--- config.mk ---
export PLATFORM = sky130hd
export DESIGN_NAME = checksummed_hex_line_framer
export DESIGN_NICKNAME = d
export VERILOG_FILES = /design/src/hw/rtl/chlf_pkg.sv /design/src/hw/rtl/checksummed_hex_line_framer.sv /design/src/hw/rtl/chlf_fifo.sv /design/src/hw/rtl/chlf_front.sv /design/src/hw/rtl/chlf_back.sv
export SDC_FILE = /design/constraint.sdc
export NUM_CORES = 1
export LEC_CHECK = 0
export BUFFER_PORTS_ARGS = -buffer_cell sky130_fd_sc_hd__buf_2
export CAP_MARGIN = 20
export CORE_MARGIN = 1
export CORE_UTILIZATION = 55
export DETAILED_ROUTE_END_ITERATION = 7
export PLACE_DENSITY = 0.74
export SYNTH_ARGS = -nofsm -noshare
export SYNTH_HDL_FRONTEND = slang
export SYNTH_SLANG_ARGS = --single-unit
--- constraint.sdc ---
create_clock -name clock -period 8.5 [get_ports clock]
set_clock_uncertainty 0.15 [all_clocks]
set_input_delay 2.55 -clock clock [delete_from_list [all_inputs] [get_ports clock]]
set_output_delay 2.55 -clock clock [all_outputs]
set_load 0.02 [all_outputs]
--- src/hw/rtl/chlf_pkg.sv ---
package chlf_pkg;

   localparam int LINE_WIDTH_W = 6;
   localparam logic [LINE_WIDTH_W-1:0] LINE_WIDTH_MAX   = 6'd48;
   localparam logic [LINE_WIDTH_W-1:0] LINE_WIDTH_RESET = 6'd32;

   localparam int CMD_DEPTH_DEFAULT = 4;
   localparam int RSP_DEPTH_DEFAULT = 4;

   localparam logic [1:0] MODE_CHAR   = 2'd0;
   localparam logic [1:0] MODE_NIBBLE = 2'd1;
   localparam logic [1:0] MODE_CLOSE  = 2'd2;

   localparam logic [7:0] CHAR_ZERO    = 8'h30;
   localparam logic [7:0] CHAR_NEWLINE = 8'h0a;

   typedef struct packed {
      logic       close;
      logic [7:0] ch;
   } cmd_type;

   typedef struct packed {
      logic [7:0] ch;
      logic       last;
   } rsp_type;

   function automatic logic [7:0] hex_char(input logic [3:0] nib);
      logic [7:0] r;
      if (nib < 4'd10) begin
         r = 8'h30 + {4'd0, nib};
      end else begin
         r = 8'h57 + {4'd0, nib};
      end
      return r;
   endfunction

   // add modulo 255, both operands known below 255 / 256
   function automatic logic [7:0] fletch_add(input logic [7:0] s, input logic [7:0] c);
      logic [8:0] t;
      t = {1'b0, s} + {1'b0, c};
      if (t >= 9'd255) begin
         t = t - 9'd255;
      end
      return t[7:0];
   endfunction

endpackage

--- src/hw/rtl/checksummed_hex_line_framer.sv ---
// checksummed hex line framer
// input queue side: drive req_mode/req_symbol with push; an item is taken on a
//   clock edge with push high and full low. mode 0 is a literal character,
//   mode 1 a hex nibble (low bits of req_symbol), mode 2 closes the file,
//   mode 3 is taken and dropped
// result queue side: while empty is low, rsp_out_char/rsp_last show the oldest
//   character; pop high with empty low takes it. rsp_last marks the final
//   character that one item causes
// config: line width written through csr_line_width with valid; ready is always
//   high, write only while the block is idle
// path: an item is written into the command queue; the sequencer then pops it
//   and pushes its character into the result queue, from which it can be
//   popped
// throughput: one character per cycle while the result queue has room, set by
//   the sequencer that emits one character a cycle; a full line adds four checksum
//   chars and a newline, close takes a dispatch step plus its padding and checksum
// stall: when the result queue fills, the sequencer holds; once the command
//   queue is full as well, full rises and input waits
// reset: synchronous, clears both queues, the sums and the position, width 32
module checksummed_hex_line_framer
   import chlf_pkg::*;
#(
   parameter int CMD_DEPTH = CMD_DEPTH_DEFAULT,
   parameter int RSP_DEPTH = RSP_DEPTH_DEFAULT
) (
   input  logic                    clock,
   input  logic                    reset,
   // input item channel
   input  logic                    push,
   output logic                    full,
   input  logic [1:0]              req_mode,
   input  logic [7:0]              req_symbol,
   // result item channel
   output logic                    empty,
   input  logic                    pop,
   output logic [7:0]              rsp_out_char,
   output logic                    rsp_last,
   // line width register
   input  logic                    valid,
   output logic                    ready,
   input  logic [LINE_WIDTH_W-1:0] csr_line_width
);

   // front to command queue
   logic    cmd_push;
   cmd_type cmd_wr;
   logic    cmd_full;

   // command queue to sequencer
   cmd_type cmd_rd;
   logic    cmd_empty;
   logic    cmd_pop;

   // sequencer to result queue
   logic    out_push;
   rsp_type out_item;
   logic    out_full;
   rsp_type rsp_head;

   assign full  = cmd_full;
   assign ready = 1'b1;    // register write always taken

   // classify items, nibbles become ascii here
   chlf_front u_front (
      .push     (push),
      .mode     (req_mode),
      .symbol   (req_symbol),
      .cmd_full (cmd_full),
      .cmd_push (cmd_push),
      .cmd      (cmd_wr)
   );

   // short queue that decouples intake from line framing
   chlf_fifo #(
      .WIDTH ($bits(cmd_type)),
      .DEPTH (CMD_DEPTH)
   ) u_cmd_fifo (
      .clock     (clock),
      .reset     (reset),
      .push      (cmd_push),
      .push_data (cmd_wr),
      .full      (cmd_full),
      .pop       (cmd_pop),
      .pop_data  (cmd_rd),
      .empty     (cmd_empty)
   );

   // line sequencer: characters, padding, checksums, newlines
   chlf_back u_back (
      .clock     (clock),
      .reset     (reset),
      .csr_write (valid && ready),
      .csr_data  (csr_line_width),
      .cmd_valid (!cmd_empty),
      .cmd       (cmd_rd),
      .cmd_pop   (cmd_pop),
      .out_full  (out_full),
      .out_push  (out_push),
      .out_item  (out_item)
   );

   // result queue, parts the sequencer from the receiver
   chlf_fifo #(
      .WIDTH ($bits(rsp_type)),
      .DEPTH (RSP_DEPTH)
   ) u_rsp_fifo (
      .clock     (clock),
      .reset     (reset),
      .push      (out_push),
      .push_data (out_item),
      .full      (out_full),
      .pop       (pop),
      .pop_data  (rsp_head),
      .empty     (empty)
   );

   assign rsp_out_char = rsp_head.ch;
   assign rsp_last     = rsp_head.last;

endmodule

--- src/hw/rtl/chlf_fifo.sv ---
module chlf_fifo
   import chlf_pkg::*;
#(
   parameter int WIDTH = 9,
   parameter int DEPTH = 4
) (
   input  logic             clock,
   input  logic             reset,
   input  logic             push,
   input  logic [WIDTH-1:0] push_data,
   output logic             full,
   input  logic             pop,
   output logic [WIDTH-1:0] pop_data,
   output logic             empty
);

   localparam int AW = (DEPTH > 1) ? $clog2(DEPTH) : 1;
   localparam logic [AW:0] DEPTH_CNT = (AW + 1)'(DEPTH);
   localparam logic [AW-1:0] LAST_PTR = AW'(DEPTH - 1);

   logic [WIDTH-1:0] mem_ff [DEPTH];
   logic [AW-1:0]    wr_ptr_ff, wr_ptr_in;
   logic [AW-1:0]    rd_ptr_ff, rd_ptr_in;
   logic [AW:0]      count_ff, count_in;
   logic             do_push, do_pop;

   assign full     = (count_ff == DEPTH_CNT);
   assign empty    = (count_ff == '0);
   assign do_push  = push && !full;
   assign do_pop   = pop && !empty;
   assign pop_data = mem_ff[rd_ptr_ff];

   // pointers wrap at the last entry, so any depth works
   always_comb begin
      wr_ptr_in = wr_ptr_ff;
      rd_ptr_in = rd_ptr_ff;
      if (do_push) begin
         wr_ptr_in = (wr_ptr_ff == LAST_PTR) ? '0 : wr_ptr_ff + 1'b1;
      end
      if (do_pop) begin
         rd_ptr_in = (rd_ptr_ff == LAST_PTR) ? '0 : rd_ptr_ff + 1'b1;
      end
      count_in  = count_ff;
      if (do_push && !do_pop) begin
         count_in = count_ff + 1'b1;
      end else if (do_pop && !do_push) begin
         count_in = count_ff - 1'b1;
      end
   end

   always_ff @(posedge clock) begin
      if (reset) begin
         wr_ptr_ff <= '0;
         rd_ptr_ff <= '0;
         count_ff  <= '0;
      end else begin
         wr_ptr_ff <= wr_ptr_in;
         rd_ptr_ff <= rd_ptr_in;
         count_ff  <= count_in;
      end
   end

   always_ff @(posedge clock) begin
      if (do_push) begin
         mem_ff[wr_ptr_ff] <= push_data;
      end
   end

endmodule

--- src/hw/rtl/chlf_front.sv ---
module chlf_front
   import chlf_pkg::*;
(
   input  logic       push,
   input  logic [1:0] mode,
   input  logic [7:0] symbol,
   input  logic       cmd_full,
   output logic       cmd_push,
   output cmd_type    cmd
);

   logic keep;

   // nibbles turn into lower-case hex here, unused mode is dropped
   always_comb begin
      keep      = 1'b1;
      cmd.close = 1'b0;
      cmd.ch    = symbol;
      case (mode)
         MODE_CHAR: begin
            cmd.ch = symbol;
         end
         MODE_NIBBLE: begin
            cmd.ch = hex_char(symbol[3:0]);
         end
         MODE_CLOSE: begin
            cmd.close = 1'b1;
            cmd.ch    = 8'd0;
         end
         default: begin
            keep = 1'b0;
         end
      endcase
   end

   assign cmd_push = push && !cmd_full && keep;

endmodule

--- src/hw/rtl/chlf_back.sv ---
module chlf_back
   import chlf_pkg::*;
(
   input  logic                    clock,
   input  logic                    reset,
   input  logic                    csr_write,
   input  logic [LINE_WIDTH_W-1:0] csr_data,
   input  logic                    cmd_valid,
   input  cmd_type                 cmd,
   output logic                    cmd_pop,
   input  logic                    out_full,
   output logic                    out_push,
   output rsp_type                 out_item
);

   localparam logic [1:0] ST_IDLE  = 2'd0;
   localparam logic [1:0] ST_PUT   = 2'd1;
   localparam logic [1:0] ST_FLUSH = 2'd2;
   localparam logic [1:0] ST_PAD   = 2'd3;

   // where a flush goes once its newline is out
   localparam logic [1:0] RET_PUT    = 2'd0;
   localparam logic [1:0] RET_NEXT   = 2'd1;
   localparam logic [1:0] RET_DIGITS = 2'd2;
   localparam logic [1:0] RET_DONE   = 2'd3;

   localparam logic [2:0] FIDX_NEWLINE = 3'd4;
   localparam logic [1:0] VD_LAST      = 2'd3;

   logic [1:0]              state_ff, state_in;
   logic [1:0]              ret_ff, ret_in;
   logic [2:0]              fidx_ff, fidx_in;
   logic [1:0]              vd_ff, vd_in;
   logic                    close_ff, close_in;
   logic [7:0]              ch_ff, ch_in;
   logic [LINE_WIDTH_W-1:0] pos_ff, pos_in;
   logic [LINE_WIDTH_W-1:0] width_ff, width_in;
   logic [7:0]              ls1_ff, ls1_in, ls2_ff, ls2_in;
   logic [7:0]              vs1_ff, vs1_in, vs2_ff, vs2_in;
   logic [7:0]              va_ff, va_in, vb_ff, vb_in;

   logic [LINE_WIDTH_W-1:0] width_use;
   logic [LINE_WIDTH_W:0]   pos_inc;
   logic                    pos_full, inc_full, near_end, go;
   logic [7:0]              app_char, app_s1, app_s2;
   logic [7:0]              flush_char, fl_s1, fl_s2;

   function automatic logic [7:0] vert_digit(input logic [1:0] idx,
                                             input logic [7:0] a,
                                             input logic [7:0] b);
      logic [7:0] r;
      case (idx)
         2'd0:    r = hex_char(a[7:4]);
         2'd1:    r = hex_char(a[3:0]);
         2'd2:    r = hex_char(b[7:4]);
         default: r = hex_char(b[3:0]);
      endcase
      return r;
   endfunction

   always_comb begin
      if (width_ff == '0) begin
         width_use = LINE_WIDTH_W'(1);
      end else if (width_ff > LINE_WIDTH_MAX) begin
         width_use = LINE_WIDTH_MAX;
      end else begin
         width_use = width_ff;
      end
   end

   assign pos_inc  = {1'b0, pos_ff} + 1'b1;
   assign pos_full = (pos_ff >= width_use);
   assign inc_full = (pos_inc >= {1'b0, width_use});
   assign near_end = (({1'b0, pos_ff} + (LINE_WIDTH_W + 1)'(4)) > {1'b0, width_use});
   assign go       = !out_full;

   // character appended to the line this cycle
   always_comb begin
      case (state_ff)
         ST_IDLE: app_char = cmd.ch;
         ST_PUT:  app_char = ch_ff;
         default: app_char = CHAR_ZERO;
      endcase
      app_s1 = fletch_add(ls1_ff, app_char);
      app_s2 = fletch_add(ls2_ff, app_s1);
   end

   always_comb begin
      case (fidx_ff)
         3'd0:    flush_char = hex_char(ls1_ff[7:4]);
         3'd1:    flush_char = hex_char(ls1_ff[3:0]);
         3'd2:    flush_char = hex_char(ls2_ff[7:4]);
         3'd3:    flush_char = hex_char(ls2_ff[3:0]);
         default: flush_char = CHAR_NEWLINE;
      endcase
      fl_s1 = fletch_add(vs1_ff, flush_char);
      fl_s2 = fletch_add(vs2_ff, fl_s1);
   end

   always_comb begin
      state_in = state_ff;
      ret_in   = ret_ff;
      fidx_in  = fidx_ff;
      vd_in    = vd_ff;
      close_in = close_ff;
      ch_in    = ch_ff;
      pos_in   = pos_ff;
      width_in = csr_write ? csr_data : width_ff;
      ls1_in   = ls1_ff;
      ls2_in   = ls2_ff;
      vs1_in   = vs1_ff;
      vs2_in   = vs2_ff;
      va_in    = va_ff;
      vb_in    = vb_ff;
      cmd_pop  = 1'b0;
      out_push = 1'b0;
      out_item = '0;

      case (state_ff)
         ST_IDLE: begin
            if (go && cmd_valid) begin
               cmd_pop = 1'b1;
               fidx_in = '0;
               if (!cmd.close) begin
                  close_in = 1'b0;
                  if (pos_full) begin
                     ch_in    = cmd.ch;
                     state_in = ST_FLUSH;
                     ret_in   = RET_PUT;
                  end else begin
                     out_push      = 1'b1;
                     out_item.ch   = cmd.ch;
                     out_item.last = !inc_full;
                     ls1_in        = app_s1;
                     ls2_in        = app_s2;
                     pos_in        = pos_inc[LINE_WIDTH_W-1:0];
                     if (inc_full) begin
                        state_in = ST_FLUSH;
                        ret_in   = RET_NEXT;
                     end
                  end
               end else begin
                  close_in = 1'b1;
                  if (pos_ff != '0 && (pos_full || near_end)) begin
                     ret_in   = RET_DIGITS;
                     state_in = pos_full ? ST_FLUSH : ST_PAD;
                  end else begin
                     va_in    = vs1_ff;
                     vb_in    = vs2_ff;
                     vd_in    = '0;
                     ch_in    = hex_char(vs1_ff[7:4]);
                     state_in = ST_PUT;
                  end
               end
            end
         end
         ST_PUT: begin
            if (go) begin
               fidx_in = '0;
               if (pos_full) begin
                  state_in = ST_FLUSH;
                  ret_in   = RET_PUT;
               end else begin
                  out_push      = 1'b1;
                  out_item.ch   = ch_ff;
                  out_item.last = !close_ff && !inc_full;
                  ls1_in        = app_s1;
                  ls2_in        = app_s2;
                  pos_in        = pos_inc[LINE_WIDTH_W-1:0];
                  if (inc_full) begin
                     state_in = ST_FLUSH;
                     ret_in   = RET_NEXT;
                  end else if (!close_ff) begin
                     state_in = ST_IDLE;
                  end else if (vd_ff != VD_LAST) begin
                     vd_in = vd_ff + 1'b1;
                     ch_in = vert_digit(vd_ff + 1'b1, va_ff, vb_ff);
                  end else begin
                     state_in = ST_PAD;
                     ret_in   = RET_DONE;
                  end
               end
            end
         end
         ST_PAD: begin
            if (go) begin
               out_push      = 1'b1;
               out_item.ch   = CHAR_ZERO;
               out_item.last = 1'b0;
               ls1_in        = app_s1;
               ls2_in        = app_s2;
               pos_in        = pos_inc[LINE_WIDTH_W-1:0];
               if (inc_full) begin
                  state_in = ST_FLUSH;
                  fidx_in  = '0;
               end
            end
         end
         ST_FLUSH: begin
            if (go) begin
               out_push    = 1'b1;
               out_item.ch = flush_char;
               if (fidx_ff != FIDX_NEWLINE) begin
                  vs1_in  = fl_s1;
                  vs2_in  = fl_s2;
                  fidx_in = fidx_ff + 1'b1;
               end else begin
                  out_item.last = (ret_ff == RET_DONE) ||
                                  (ret_ff == RET_NEXT && (!close_ff || vd_ff == VD_LAST));
                  ls1_in = '0;
                  ls2_in = '0;
                  pos_in = '0;
                  case (ret_ff)
                     RET_PUT: begin
                        state_in = ST_PUT;
                     end
                     RET_NEXT: begin
                        if (!close_ff) begin
                           state_in = ST_IDLE;
                        end else if (vd_ff != VD_LAST) begin
                           vd_in    = vd_ff + 1'b1;
                           ch_in    = vert_digit(vd_ff + 1'b1, va_ff, vb_ff);
                           state_in = ST_PUT;
                        end else begin
                           vs1_in   = '0;
                           vs2_in   = '0;
                           state_in = ST_IDLE;
                        end
                     end
                     RET_DIGITS: begin
                        va_in    = vs1_ff;
                        vb_in    = vs2_ff;
                        vd_in    = '0;
                        ch_in    = hex_char(vs1_ff[7:4]);
                        state_in = ST_PUT;
                     end
                     default: begin
                        vs1_in   = '0;
                        vs2_in   = '0;
                        state_in = ST_IDLE;
                     end
                  endcase
               end
            end
         end
         default: begin
            state_in = ST_IDLE;
         end
      endcase
   end

   always_ff @(posedge clock) begin
      if (reset) begin
         state_ff <= ST_IDLE;
         ret_ff   <= RET_DONE;
         fidx_ff  <= '0;
         vd_ff    <= '0;
         close_ff <= 1'b0;
         pos_ff   <= '0;
         width_ff <= LINE_WIDTH_RESET;
         ls1_ff   <= '0;
         ls2_ff   <= '0;
         vs1_ff   <= '0;
         vs2_ff   <= '0;
      end else begin
         state_ff <= state_in;
         ret_ff   <= ret_in;
         fidx_ff  <= fidx_in;
         vd_ff    <= vd_in;
         close_ff <= close_in;
         pos_ff   <= pos_in;
         width_ff <= width_in;
         ls1_ff   <= ls1_in;
         ls2_ff   <= ls2_in;
         vs1_ff   <= vs1_in;
         vs2_ff   <= vs2_in;
      end
   end

   always_ff @(posedge clock) begin
      ch_ff <= ch_in;
      va_ff <= va_in;
      vb_ff <= vb_in;
   end

endmodule

==> summary.txt <==
Status
  – Status: finished clean

Yosys
  – Main synth FF type: edfxtp_1
  – Area share of the largest cell type after synthesis: ~26%
  – Yosys warns: 0
  – EDFF count, synth: a little over 90
  – Syn Area/Cell: 9.70 um2
  – Distinct cells, synth: slightly below 90
  – Yosys reg bits: ~160
  – Sequential fraction of the synthesis area: between 30% and 40%
  – Ys async rst share: 0%
  – Cell taking the most area after synthesis: edfxtp_1
  – Cell Area, Synth: 10800 um2
  – Syn Inst Count: approximately 1100
  – Most common cell in the netlist: nand2_1
  – Most frequent cells after synthesis: nand2_1 (95), edfxtp_1 (92), ha_1 (89), nor2_1 (83), a21oi_1 (75)
  – Synthesized net count: 1233
  – Area contributors post-synth: edfxtp_1 (26%), dfxtp_1 (13%), ha_1 (10%)

Finish
  – Finished Core Util: between 60% and 70%
  – Layout cells sized above 1: 9.86%
  – Non-Filler Instances: around 1400
  – Fin nets: 1249
  – Area Growth Syn to Fin: 8.57%
  – Finished Cell Area: 11800 um2
  – Antenna cell count: 0
  – Filler cells: 1647

Placement
  – Placed cell areas: 11200 um2
  – Inst Count DP: 1374
  – Place WS: between 2 and 2.5 ns
  – Port Buffer Count: 31
  – Placer Congestion: a little under 0.9
  – Dpl hpwl: approximately 18000 um

STA
  – Max Fclk: 0.152 GHz
  – Post-layout minimum cycle time: approximately 6.6 ns
  – Worst Max-Slew Pin Slew: 0.924 ns
  – Slew HR: a little under two fifths
  – Final Worst Setup Slack: approximately 1.9 ns
  – Final worst path period share: 77.2%
  – Fin Setup TNS: 0 ns
  – Final slew viol count: 0
  – Final Hold Viols: 0
  – RSZ-0062 raised after global routing: false
  – Final Setup Violations: 0
  – Worst hold slack: approximately 0.32 ns

Setup path
  – Slowest-stage cell, CP: or4_1
  – R2R Path Start: u_back.fidx_ff[0]
  – Required @ worst endpoint: 8.72 ns
  – Reg2Reg Setup Slack: roughly 1.9 ns
  – Worst Setup Path Type: flop to flop
  – Crit-path most repeated cell: a21oi_1
  – CP max stage delay: between 0.4 and 0.5 ns
  – Worst setup EP type: flop
  – Reg-to-Reg End: u_back.vs2_ff[7]
  – CP Max Fanout: 13
  – CP cell instances: inv_1 > ha_1 > nor3_1 > o21ai_0 > o221ai_1 > ha_1 > o21a_1 > o31a_1 > a21oi_1 > and3_1 > a21oi_1 > o31ai_4 > mux2i_1 > inv_1 > ha_1 > a211oi_1 > o21bai_1 > a21oi_1 > xnor2_1 > nor2b_2 > nand2b_1 > or4_1 > a21oi_1
  – Worst setup SP type: flop
  – R2R cell count: 23
  – WP data arrival: approximately 6.8 ns

Clock network
  – Clk sink count: 164
  – Worst-path clk slew: about 0.070 ns
  – Post-CTS Resized: 0
  – CTS tree: yes
  – Max Root-Sink Buffers: 2
  – Num CTS Buffers: 17
  – # hold bufs at CTS: 0
  – Root buffer cell: clkbuf_16
  – Post-CTS setup repair buffer count: 0
  – Htree depth: 4
  – Latest clock arrival within the worst-skew pair: about 0.44 ns

Pwr
  – Total design power: a little over 5 mW
  – Pwr dens: between 400 and 500 nW/um2
  – Pleak: roughly 4.6 nW
  – Worst vdd rail ir drop: ~0.25 mV

Routing
  – DRC viols: 0
  – WL/cell: 17.8 um
  – Met2 routed WL: roughly 12000 um
  – Via count: roughly 8600
  – Met3 Wirelength: around 1400 um
  – Met1 WL: about 11000 um
  – Starting DRT DRC Count: between 800 and 900
  – DR top layer: met4
  – WL final: between 20000 and 30000 um
  – Post-route antenna net violation count: 0
  – DRT Pass-1 Iters: 6
  – Via-to-Cell Ratio: roughly 6.1

Hold path
  – Worst hold endpoint: u_back.vb_ff[0]
  – Hold Crit Class: flop to flop
  – Hold Path Stages: 0
  – Worst hold start: u_back.vs2_ff[0]

GRT
  – Number of global-route vias before repair: 8074
  – GRT Total Usage: 25.7%
  – Initial antenna violation count: 0
  – Largest net degree at the start of global routing: 43
  – Total grt overflow: 0
  – First-pass GRT wire length: 40400 um

Floorplan
  – Die height: about 140 um
  – Core Box Area: 19000 um2
  – Cell Rows: 50
  – Die Area: 20300 um2
  – Initial Utilization: between 50 and 60%
  – Die width: 142 um
  – I/O pin total: 33

Flow run
  – MaxCap Viol Count: 0
metal layers:
metal | vias up | track usage, %
met5 | - | 0
met4 | 0 | 8.21
met3 | 34 | 4.68
met2 | 262 | 42.6
met1 | 4121 | 34.2
li1 | 4214 | -
how the worst max path moves through the flow:
stage,from,endpoint,cells past startpoint
finish,u_back.fidx_ff[0],u_back.vs2_ff[7],23
global route,u_back.fidx_ff[0],u_back.vs2_ff[7],24
CTS,u_back.fidx_ff[0],u_back.vs2_ff[7],23
detailed placement,u_back.fidx_ff[0],u_back.vs2_ff[7],23
global placement,u_back.fidx_ff[0],u_back.vs2_ff[7],23
floorplan,u_back.state_ff[1],u_back.ls2_ff[1],24
power by group:
| group | switching, mW | internal [mW] | leakage, nW | total (mW) |
|---|---|---|---|---|
| Clock | 0.317 | 0.434 | 0.268 | 0.751 |
| Combinational | 1.81 | 1.17 | 2.88 | 2.98 |
| Sequential | 0.217 | 1.10 | 1.45 | 1.32 |
| Total | 2.34 | 2.70 | 4.60 | 5.05 |
layout make-up:
cell class / instances / area [um2] / area share, %
repair buffers: 36 / 193 / 1.64
well taps: 260 / 325 / 2.77
clock buffers: 21 / 440 / 3.75
flip-flops and latches: 164 / 4200 / 35.7
clock inverters: 11 / 128 / 1.09
inverters: 68 / 255 / 2.17
multi-input cells: 846 / 6210 / 52.8
critical path, delay by kind of cell (launching register included):
family | cells | cell delay (ns)
DFF | 1 | 0.35
muxes | 1 | 0.45
adders and majority gates | 3 | 1.18
xor gates and xnor gates | 1 | 0.26
buffers and inverters | 2 | 0.17
and+or+nand+nor | 5 | 1.30
AOI/OAI and AO/OA | 11 | 2.63
placed cells by master, fill, tap and decap left out, types with 15 or more instances in the layout:
| cell type | Yosys | routed |
|---|---|---|
| a31oi_1 | 17 | 17 |
| mux2i_1 | 18 | 18 |
| buf_2 | 6 | 31 |
| a22o_1 | 30 | 30 |
| nor3_1 | 22 | 22 |
| nand3_1 | 25 | 25 |
| ha_1 | 89 | 89 |
| nor2_1 | 83 | 83 |
| xnor2_1 | 25 | 25 |
| nand2b_1 | 15 | 15 |
| o21ai_0 | 74 | 74 |
| inv_1 | 68 | 68 |
| and3_1 | 16 | 16 |
| nand2_1 | 95 | 95 |
| edfxtp_1 | 92 | 92 |
| dfxtp_1 | 72 | 72 |
| a21oi_1 | 75 | 75 |
| mux4_2 | 18 | 18 |
| a21o_1 | 16 | 16 |
| nor2b_1 | 17 | 17 |
| clkbuf_16 | 0 | 17 |
| xor2_1 | 19 | 19 |
state kept, by name, summed over array words and instances, names as in the netlist, 3 cells and up, named ones only:
signal and cells:
u_back.ch_ff 8, u_back.fidx_ff 3, u_back.ls1_ff 8, u_back.ls2_ff 8
u_back.pos_ff 6, u_back.va_ff 4, u_back.vb_ff 8, u_back.vs1_ff 8
u_back.vs2_ff 8, u_back.width_ff 6, u_cmd_fifo.count_ff 3, u_cmd_fifo.mem_ff 36
u_rsp_fifo.count_ff 3, u_rsp_fifo.mem_ff 36
logic make-up after synthesis:
kind of cell / after synthesis / synth area share, %
flops: 164 / 38.8
simple gates: 336 / 15.4
other cells: 1 / 0.0346
compound gates: 332 / 21.3
xor+xnor: 44 / 3.56
fa+ha+maj: 95 / 11.4
buf+inv: 107 / 3.81
mux: 38 / 5.61
Power figures use the tool's default switching activity.
